$ cat config.mk
export PLATFORM = sky130hd
export DESIGN_NAME = atan2_prep
export DESIGN_NICKNAME = d
export VERILOG_FILES = /design/src/rtl/core/atan2_approximation_unit_macros.svh /design/src/rtl/core/atan2_pkg.sv /design/src/rtl/core/atan2_prep.sv
export SDC_FILE = /design/constraint.sdc
export NUM_CORES = 1
export LEC_CHECK = 0
export BUFFER_PORTS_ARGS = -buffer_cell sky130_fd_sc_hd__clkbuf_2
export CAP_MARGIN = 20
export CORE_ASPECT_RATIO = 0.9
export CORE_MARGIN = 10
export CORE_UTILIZATION = 38
export DETAILED_ROUTE_END_ITERATION = 16
export PLACE_DENSITY_LB_ADDON = 0.25
export SYNTH_ARGS = -nofsm -noshare
export SYNTH_HDL_FRONTEND = slang
export SYNTH_SLANG_ARGS = --single-unit
$ cat constraint.sdc
create_clock -name clk -period 1.75 [get_ports clk]
set_input_delay 0.0875 -clock clk [delete_from_list [all_inputs] [get_ports clk]]
set_output_delay 0.0875 -clock clk [all_outputs]
set_load 0.01 [all_outputs]
$ cat src/rtl/core/atan2_approximation_unit_macros.svh
// ----------------------------------------------------------------------------
// Assertion macros for the arctangent unit
// Each macro is empty when the design is built for synthesis.
// ----------------------------------------------------------------------------
`ifndef ATAN2_APPROXIMATION_UNIT_MACROS_SVH
`define ATAN2_APPROXIMATION_UNIT_MACROS_SVH

`ifndef SYNTHESIS

`define ATAN2_ASSERT_HOLDS(label, clk, rst_n, prop, msg) \
    label: assert property (@(posedge clk) disable iff (!rst_n) (prop)) else $error(msg);

`define ATAN2_ASSERT_IMPL(label, clk, rst_n, ante, cons, msg) \
    label: assert property (@(posedge clk) disable iff (!rst_n) (ante) |-> (cons)) \
        else $error(msg);

`define ATAN2_ASSERT_NEXT(label, clk, rst_n, ante, cons, msg) \
    label: assert property (@(posedge clk) disable iff (!rst_n) (ante) |=> (cons)) \
        else $error(msg);

`else

`define ATAN2_ASSERT_HOLDS(label, clk, rst_n, prop, msg)

`define ATAN2_ASSERT_IMPL(label, clk, rst_n, ante, cons, msg)

`define ATAN2_ASSERT_NEXT(label, clk, rst_n, ante, cons, msg)

`endif

`endif

$ cat src/rtl/core/atan2_pkg.sv
// ----------------------------------------------------------------------------
// atan2_pkg
// Types, fixed-point constants and the rounding multiply of the arctangent unit.
// ----------------------------------------------------------------------------
package atan2_pkg;

    localparam int RATIO_BITS = 16;
    localparam int DIV_STEPS  = 2;
    localparam int FIX_W      = 18;
    localparam int FRAC       = 15;
    localparam int PROD_W     = 2 * FIX_W + 1;
    localparam int ANGLE_W    = 16;

    typedef logic signed [FIX_W-1:0]   fix_t;
    typedef logic signed [PROD_W-1:0]  prod_t;
    typedef logic signed [ANGLE_W-1:0] angle_t;

    typedef struct packed {
        logic swap;
        logic xneg;
        logic yneg;
        logic zero;
    } flags_t;

    localparam logic [RATIO_BITS-1:0] RATIO_ONE = RATIO_BITS'(1 << FRAC);

    localparam fix_t K7          = fix_t'(814);
    localparam fix_t K5          = fix_t'(6122);
    localparam fix_t K3          = fix_t'(-3083);
    localparam fix_t K1          = fix_t'(-10883);
    localparam fix_t HALF_PI_Q15 = fix_t'(51472);
    localparam fix_t PI_Q15      = fix_t'(102944);

    localparam prod_t PROD_HALF = prod_t'(1 << (FRAC - 1));

    // Product of two Q.15 values, rounded half upward back to Q.15.
    function automatic fix_t mul15(input fix_t a, input fix_t b);
        prod_t prod;
        prod = prod_t'(a) * prod_t'(b);
        prod = prod + PROD_HALF;
        return prod[FRAC+FIX_W-1:FRAC];
    endfunction

endpackage

$ cat src/rtl/core/atan2_prep.sv
// ----------------------------------------------------------------------------
// atan2_prep
// Takes magnitudes of the coordinates and orders them for the divider.
// ----------------------------------------------------------------------------
module atan2_prep #(
    parameter int W = 16
) (
    input  logic                    clk,
    input  logic                    rst_n,
    input  logic                    valid,
    output logic                    ready,
    input  logic signed [W-1:0]     y_value,
    input  logic signed [W-1:0]     x_value,
    output logic                    mag_valid,
    input  logic                    mag_ready,
    output logic [W-1:0]            mag_min,
    output logic [W-1:0]            mag_max,
    output atan2_pkg::flags_t       mag_flags
);

    logic [W-1:0]      abs_y;
    logic [W-1:0]      abs_x;
    logic              valid_reg;
    logic [W-1:0]      min_reg;
    logic [W-1:0]      max_reg;
    logic [W-1:0]      min_next;
    logic [W-1:0]      max_next;
    atan2_pkg::flags_t flags_reg;
    atan2_pkg::flags_t flags_next;

    always_comb
    begin
        abs_y = y_value[W-1] ? unsigned'(-y_value) : unsigned'(y_value);
        abs_x = x_value[W-1] ? unsigned'(-x_value) : unsigned'(x_value);
        flags_next.swap = abs_y > abs_x;
        flags_next.xneg = x_value[W-1];
        flags_next.yneg = y_value[W-1];
        flags_next.zero = (y_value == '0) && (x_value == '0);
        min_next = flags_next.swap ? abs_x : abs_y;
        max_next = flags_next.swap ? abs_y : abs_x;
    end

    assign ready = !valid_reg || mag_ready;

    always_ff @(posedge clk or negedge rst_n)
    begin
        if (!rst_n)
        begin
            valid_reg <= 1'b0;
        end
        else if (ready)
        begin
            valid_reg <= valid;
        end
    end

    always_ff @(posedge clk)
    begin
        if (ready)
        begin
            min_reg   <= min_next;
            max_reg   <= max_next;
            flags_reg <= flags_next;
        end
    end

    assign mag_valid = valid_reg;
    assign mag_min   = min_reg;
    assign mag_max   = max_reg;
    assign mag_flags = flags_reg;

endmodule

* Word-level counts from Yosys, hierarchy flattened
Cells that the tools add are included.
Widths: inputs -> output; s select.
** Cells by class
- $add $sub $neg :: 2
- $lt $le $gt $ge :: 1
- Mux-type cells :: 4
- Reduce and logical (&&, ||, !) cells :: 5
** Operator list (count)
- $mux 16 :: 4
- $logic_not 16->1 :: 2
- $neg 16->16 :: 2
- $gt 16x16->1 :: 1
- $logic_and 1x1->1 :: 1
- $logic_not 1->1 :: 1
- $logic_or 1x1->1 :: 1
** Word-level totals
- Register bits :: 37
- Logic and storage cells :: 19

* Depth between registers and ports, before layout
Gate-level depths: netlist (run 1).
- Depth after elaboration :: 4
- Mapped depth :: 15
- Gate-level depth less buffers :: 14

* Least setup slack after synthesis (run 1)
Ideal clock, no wire load.
- Path kind :: input port to flip-flop
- Start point :: input y_value[4]
- End point :: register max_reg[2], in the netlist mag_max[2] (data pin)
- Setup time :: 267 ps
- Arrival time :: 3499 ps
- Data required time :: 1483 ps
- Slack :: -2016 ps
- Stages :: 14
- Path buffers :: 1
- Cell sequence :: or3_4 > or3b_4 > or3_4 > o41ai_4 > xor2_1 > inv_1 > ha_1 > nand4_1 > or4_1 > a21oi_1 > or4b_2 > o21ai_2 > buf_2 > mux2i_1
** Between the ends
- Word-level cells in the longest chain between the ends :: 4
** Ends and longest elaborated chain
- start, declared :: line atan2_prep.sv:12 : input logic signed [W-1:0] y_value,
- $neg 16->16 :: line atan2_prep.sv:33 : abs_y = y_value[W-1] ? unsigned'(-y_value) : unsigned'(y_value);
- $mux 16 (*) :: line atan2_prep.sv:33
- $gt 16x16->1 (*) :: line atan2_prep.sv:35 : flags_next.swap = abs_y > abs_x;
- $mux 16 (*) :: line atan2_prep.sv:40 : max_next = flags_next.swap ? abs_y : abs_x;
- named net max_next[2] :: line atan2_prep.sv:27 : logic [W-1:0] max_next;
- end signal, assigned :: line atan2_prep.sv:62 : max_reg <= max_next;
- end, declared :: line atan2_prep.sv:25 : logic [W-1:0] max_reg;
Mark *: on every way through the listed nets, which the timed path passes. The rest lies on a longest branch.
A chain may end at the register's enable or synchronous reset.

* Worst setup path after layout (run 1)
- Start point :: input y_value[4]
- End point :: register max_reg[8], in the netlist mag_max[8] (data pin)
** Between the ends
- Word-level cells in the longest chain between the ends :: 4
** Ends and longest elaborated chain (line)
- $neg 16->16 :: atan2_prep.sv:33
- $mux 16 (*) :: atan2_prep.sv:33
- $gt 16x16->1 :: atan2_prep.sv:35
- $mux 16 (*) :: atan2_prep.sv:40
- named net max_next[8] :: atan2_prep.sv:27
Marks and branches as above.

==> flow_summary_export.csv, run 1 <==
group,metric,value,unit
grt,overflow,0,
yosys,syn_inst,220,
yosys,synth_commonest_cells,"36 x edfxtp_1, 34 x mux2i_1, 24 x xor2_1",
floorplanning,fp.dieW,105.8,microns
floorplanning,coreArea,6516,sq um
yosys,synth_top_cell_by_area,"edfxtp_1",
grt,grt_pass1_vias,2401,
yosys,yosysUniqueCellTypes,37,
yosys,synth_mux_area_share,13.53,%
critical_path,cp.required,1.87,ns
detailed_routing,vias,2264,
critical_path,worstSetupEndpointType,"flip-flop",
grt,grt_first_pass_wirelength,11230,microns
detailed_routing,wirelength,7039,microns
yosys,yosys_warnings,0,
yosys,yosysMostFrequentCell,"edfxtp_1",
sta,fin_hold_ws,0.1015,ns
detailed_routing,drc,0,
placed_design,finalWeightedCongestion,0.8550,
clocking,cts_inserted_buffers,5,
cells_and_area,multiInputGateArea,1381,sq um
critical_path,worstSetupPathType,"input port to flip-flop",
yosys,yosys-top-cells-area,"edfxtp_1 43%, mux2i_1 14%, ha_1 9.0%",
detailed_routing,wl_per_cell,14.57,microns
sta,setup_viol,33,
cells_and_area,layout-area-overhead-vs-synth,55.74,%
yosys,synth_top_family_by_area,"multiplexers",
sta,rsz0062_at_grt,"true",
placed_design,preCtsSetupSlack,-2.091,ns
yosys,syn-num-nets,274,
clocking,clk_pin_slew,0.07,ns
critical_path,reg2reg_to,"mag_max[12]",
cells_and_area,nFillCells,595,
yosys,async_flop_share,2.703,%
floorplanning,rows,28,
sta,slew_viol_final,0,
status,status,"finished, violations left",
power_and_ir_drop,power,3.051,mW
sta,maxClockFrequency,290.4,MHz
cells_and_area,layout.area.seq,1106,sq um
power_and_ir_drop,p_leak,1.939,nW
yosys,synth-simple-area-share,11.93,%
grt,antenna_found_initial,0,
sta,fin_ws,-1.694,ns
sta,report.final.hold_viol_count,0,
critical_path,worstSetupStartpoint,"y_value[4]",
floorplanning,die_h,97.20,microns
detailed_routing,viasPerCell,4.687,
floorplanning,start_util,38.61,%
clocking,clockBufferDepth,2,
status,violations,"negative setup slack",
critical_path,slowest_delay,0.50,ns
detailed_routing,ant_nets,0,
critical_path,worstSetupStartpointType,"input port",
floorplanning,io_pins,74,
power_and_ir_drop,power.density,778.5,nW/um^2
run,cap_violations,0,
detailed_routing,dr.pass1.iters,4,
power_and_ir_drop,vdd_drop_max,391.1,uV
placed_design,placed_cell_area,3623,sq um
yosys,synth_xor_xnor_area_share,9.050,%
critical_path,worst_path_max_delay_cell,"or4b_4",
yosys,synth_adder_area_share,8.951,%
critical_path,reg2reg_from,"mag_valid",
yosys,syn-cell-area,2516,sq um
yosys,yosysSeqAreaShare,43.96,%
yosys,synth_edf_count,36,
sta,relSlewSlack,71.77,%
clocking,tritoncts,"yes",
clocking,worstSkewPairLatency,0.29,ns
floorplanning,die_area,10280,sq um
grt,grt_max_degree,39,
clocking,htreeDepth,2,
yosys,synth_top_area_share,42.96,%
detailed_routing,drt_iter0_markers,61,
critical_path,critPathArrivalTime,3.57,ns
cells_and_area,finalInstanceArea,3919,sq um
yosys,synth_compound_area_share,8.702,%
critical_path,critPathMaxFanout,6,
cells_and_area,drive_above_1_share,49.11,%
sta,clock_skew,0.005057,ns
cells_and_area,nets,446,
yosys,ys_ff_latch,37,
min_path,worst_hold_path_type,"input port to asynchronous set/reset pin",
sta,fin_crit_sh,196.8,%
sta,tightestPinTransition,0.4196,ns
yosys,synth_ff_type,"edfxtp_1",
placed_design,numPortBuffers,73,
placed_design,place_hpwl,5407,microns
grt,grt.total_usage,13.23,%
yosys,avgSynthCellArea,11.44,sq um
critical_path,reg2reg_depth,2,
critical_path,crit_chain,"buf_6 > or3_4 > or3b_4 > or3_4 > o21ai_0 > xor2_1 > inv_1 > ha_1 > nand4_1 > or4_4 > a21oi_2 > or4b_4 > o21ai_4 > buf_6 > mux2i_2",
clocking,root_buffer,"clkbuf_8",
cells_and_area,diodes,0,
sta,min_period,3.444,ns
critical_path,reg2reg_setup_slack,0.73,ns
clocking,clock-sinks,37,
how the worst max path moves through the flow:
stage                      end  slack (ns)  depth (start not counted)
global route        mag_max[8]       -1.85                         15
floorplan           mag_max[2]       -1.74                         14
global placement    mag_min[8]       -2.00                         15
CTS                 mag_max[8]       -1.65                         15
finish              mag_max[8]       -1.69                         15
detailed placement  mag_max[8]       -2.09                         15
layout by cell type (no fill, tap or decap), drive strengths merged, types with 4 or more instances in the layout:
master,n
buf,95
clkbuf,81
edfxtp,36
mux2i,34
xor2,24
inv,20
ha,18
nand2,13
o31ai,9
a21oi,8
o21ai,7
nor2,6
nor3,4
nand4,4
nand3,4
or3,4
or4,4
state kept, by name (all words and copies together), names as in the netlist:
name       count
mag_min       16
mag_valid      1
mag_max       16
mag_flags      4
power by group:
group / total (mW) / internal, mW / switching (mW)
combinational: 1.26 / 0.650 / 0.609
clock: 0.582 / 0.283 / 0.299
sequential: 1.21 / 1.17 / 0.0357
total: 3.05 / 2.11 / 0.944
worst max-delay path, delay by kind of cell:
family                   cells  cell delay (ns)
multiplexers                 1             0.23
AND/OR/NAND/NOR              6             1.98
buffers and inverters        3             0.36
AO/OA/AOI/OAI                3             0.39
adder cells (fa/ha/maj)      1             0.28
XOR/XNOR                     1             0.22
cell families after synthesis:
family | count (synthesis)
compound gates | 29
flops | 37
xor+xnor | 26
fa+ha+maj | 18
simple gates | 51
buf+inv | 25
mux | 34
per-stage QoR:
stage | setup TNS, ns | instances | utilization (%)
global route | -60.14 | 483 | 60.14
global placement | -63.80 | 457 | 55.61
CTS | -53.51 | 480 | 59.43
detailed placement | -66.24 | 457 | 55.61
floorplan | -56.89 | 220 | -
finish | -54.33 | 483 | 60.14
per-layer routing:
metal	wire, microns	vias up	global-route usage (%)
li1	-	1156	-
met3	387	12	4.045
met4	99	0	4.266
met1	3309	1038	16.11
met2	3242	58	21.67
met5	0	-	0
cell type report:
class | instances | share of cell area, %
well taps | 90 | 2.874
repair buffers | 170 | 29.69
clock buffers | 8 | 2.043
flip-flops and latches | 37 | 28.22
multi-input cells | 158 | 35.25
inverters | 20 | 1.916
timing repair:
| item | CTS | global route |
|---|---|---|
| buffers inserted | 13 | 2 |
| endpoints found under the hold margin | 2 | 0 |
| resized for setup | 7 | 1 |
| gates cloned | 0 | 1 |
| pin swaps | 7 | 3 |
| hold buffers | 2 | 0 |
| endpoints found under the setup margin | 33 | 33 |
Power figures use the tool's default switching activity.
==> run 2: changes to the inputs <==
CTS_BUF_LIST = sky130_fd_sc_hd__clkbuf_4   (was default)
clock period = 3.1 ns   (was 1.75 ns; I/O delays follow)
==> flow_summary_export.csv, run 2 (synthesis gave the netlist of run 1 again) <==
group,metric,value,unit
sta,fin_crit_sh,111.3,%
detailed_routing,ant_nets,0,
detailed_routing,drc,0,
cells_and_area,most-common-layout-cells,"72 x clkbuf_2, 56 x buf_4, 36 x edfxtp_1, 34 x mux2i_1, 22 x xor2_1",
detailed_routing,viasPerCell,4.814,
floorplanning,die_h,97.20,microns
critical_path,cp.required,3.18,ns
sta,clock_skew,0.003630,ns
power_and_ir_drop,p_leak,1.753,nW
cells_and_area,drive_above_1_share,44.94,%
min_path,worst_hold_path_type,"input port to flip-flop",
critical_path,reg2reg_depth,1,
clocking,clk_pin_slew,0.10,ns
sta,maxClockFrequency,289.8,MHz
floorplanning,fp.dieW,105.8,microns
min_path,whs_path_depth,2,
power_and_ir_drop,power_frac_comb,39.9,%
grt,grt_max_degree,39,
cells_and_area,final_cells,446,
power_and_ir_drop,p_int,1.091,mW
sta,report.final.hold_viol_count,0,
detailed_routing,vias,2147,
detailed_routing,wl_per_cell,13.97,microns
placed_design,numPortBuffers,73,
clocking,clockBufferDepth,2,
grt,grt.total_usage,12.24,%
power_and_ir_drop,vdd_drop_max,210.4,uV
power_and_ir_drop,switching_share,30.88,%
status,violations,"negative setup slack",
detailed_routing,dr.pass1.iters,4,
grt,overflow,0,
sta,tightestPinTransition,0.9106,ns
min_path,min_from,"valid",
grt,antenna_found_initial,0,
grt,grt_first_pass_wirelength,10450,microns
floorplanning,rows,28,
grt,grt_pass1_vias,2202,
cells_and_area,finalInstanceArea,3597,sq um
sta,rsz0062_at_grt,"true",
run,cap_violations,0,
detailed_routing,wirelength,6232,microns
clocking,root_buffer,"clkbuf_4",
sta,min_period,3.451,ns
placed_design,dp_cells,434,
critical_path,critPathArrivalTime,3.53,ns
critical_path,reg2reg_setup_slack,1.68,ns
power_and_ir_drop,switchingPower,0.4872,mW
cells_and_area,nFillCells,642,
floorplanning,start_util,38.61,%
sta,relSlewSlack,39.29,%
power_and_ir_drop,p_seq_share,43.3,%
floorplanning,coreArea,6516,sq um
placed_design,finalWeightedCongestion,0.8544,
critical_path,worstSetupStartpointType,"input port",
critical_path,critPathMaxFanout,12,
placed_design,place_hpwl,5181,microns
detailed_routing,drt_iter0_markers,72,
clocking,worstSkewPairLatency,0.33,ns
clocking,clock-sinks,37,
power_and_ir_drop,p_clk_share,16.8,%
sta,slew_viol_final,0,
floorplanning,io_pins,74,
clocking,htreeDepth,2,
cells_and_area,nets,409,
cells_and_area,diodes,0,
min_path,min_to,"mag_valid",
cells_and_area,final_common_cell,"clkbuf_2",
critical_path,reg2reg_to,"mag_min[15]",
clocking,cts_inserted_buffers,5,
floorplanning,die_area,10280,sq um
critical_path,worstSetupPathType,"input port to flip-flop",
sta,setup_viol,33,
critical_path,worstSetupEndpointType,"flip-flop",
clocking,tritoncts,"yes",
power_and_ir_drop,power.density,438.6,nW/um^2
critical_path,reg2reg_from,"mag_valid",
sta,fin_ws,-0.3508,ns
placed_design,placed_cell_area,3451,sq um
cells_and_area,layout-area-overhead-vs-synth,42.96,%
status,status,"finished, violations left",
run 2: cell types whose count changed in the layout (fill, tap and decap cells not counted), sizes merged:
cell and change:
clkbuf -1, buf -35, dlygate4sd3 -1
run 2: how the worst max path moves through the flow:
| stage | start | endpoint | slack, ns |
|---|---|---|---|
| floorplan | y_value[4] | mag_max[2] | -0.46 |
| global route | y_value[4] | mag_min[4] | -0.49 |
| global placement | y_value[4] | mag_min[2] | -0.69 |
| finish | y_value[4] | mag_min[4] | -0.35 |
| detailed placement | y_value[4] | mag_min[4] | -0.83 |
| CTS | y_value[4] | mag_min[4] | -0.38 |
run 2: area by class of cell:
class                           count  area (sq um)  share of cell area, %
Multi-Input combinational cell    158          1381                  38.40
Inverter                           20         75.07                  2.087
Sequential cell                    37          1106                  30.75
Clock buffer                        8         60.06                  1.670
Tap cell                           90         112.6                  3.130
Timing Repair Buffer              133         862.1                  23.97
run 2: metrics by stage:
step                      utilization (%)  power, mW  hold WS (ns)  setup TNS (ns)  setup WS, ns
after floorplan                         -      1.044       -0.1406          -14.56       -0.4601
after global placement              52.96      1.307      -0.06994          -22.40       -0.6929
after detailed placement            52.96      1.316      -0.06640          -26.43       -0.8299
after CTS                           54.26      1.590      0.001631          -11.60       -0.3797
after global routing                55.20      1.692      0.001324          -15.25       -0.4872
final                               55.20      1.578      0.007600          -10.92       -0.3508
run 2: power by group through the flow:
stage	logic, mW	clock network (mW)	registers (mW)
floorplan	0.300	0	0.745
global placement	0.612	0	0.695
detailed placement	0.621	0	0.695
CTS	0.626	0.279	0.685
global route	0.698	0.301	0.693
finish	0.630	0.265	0.683
run 2: critical path: stages:
cell and delay (ns):
buf_6 0.09, or3_4 0.39, or4_4 0.44, or3_4 0.42, o31ai_4 0.22, xor2_2 0.21, inv_2 0.07, ha_4 0.26
nand4_1 0.15, or4_4 0.49, a21oi_2 0.13, or4b_4 0.14, o21ai_4 0.09, buf_12 0.17, mux2i_1 0.12
run 2: timing repair:
action | CTS | global route
endpoints found under the setup margin | 33 | 33
gates cloned | 0 | 0
resized for setup | 1 | 6
hold endpoints to repair | 1 | 0
pin swaps | 1 | 2
hold buffers | 1 | 0
setup buffers | 1 | 2
run 2: routing by layer:
| metal | vias to the layer above | track usage [%] | share of wire, % |
|---|---|---|---|
| li1 | 1082 | - | - |
| met1 | 996 | 14.81 | 45 |
| met2 | 61 | 19.77 | 46 |
| met3 | 8 | 4.973 | 8.3 |
| met4 | 0 | 2.810 | 1.1 |
| met5 | - | 0 | 0 |
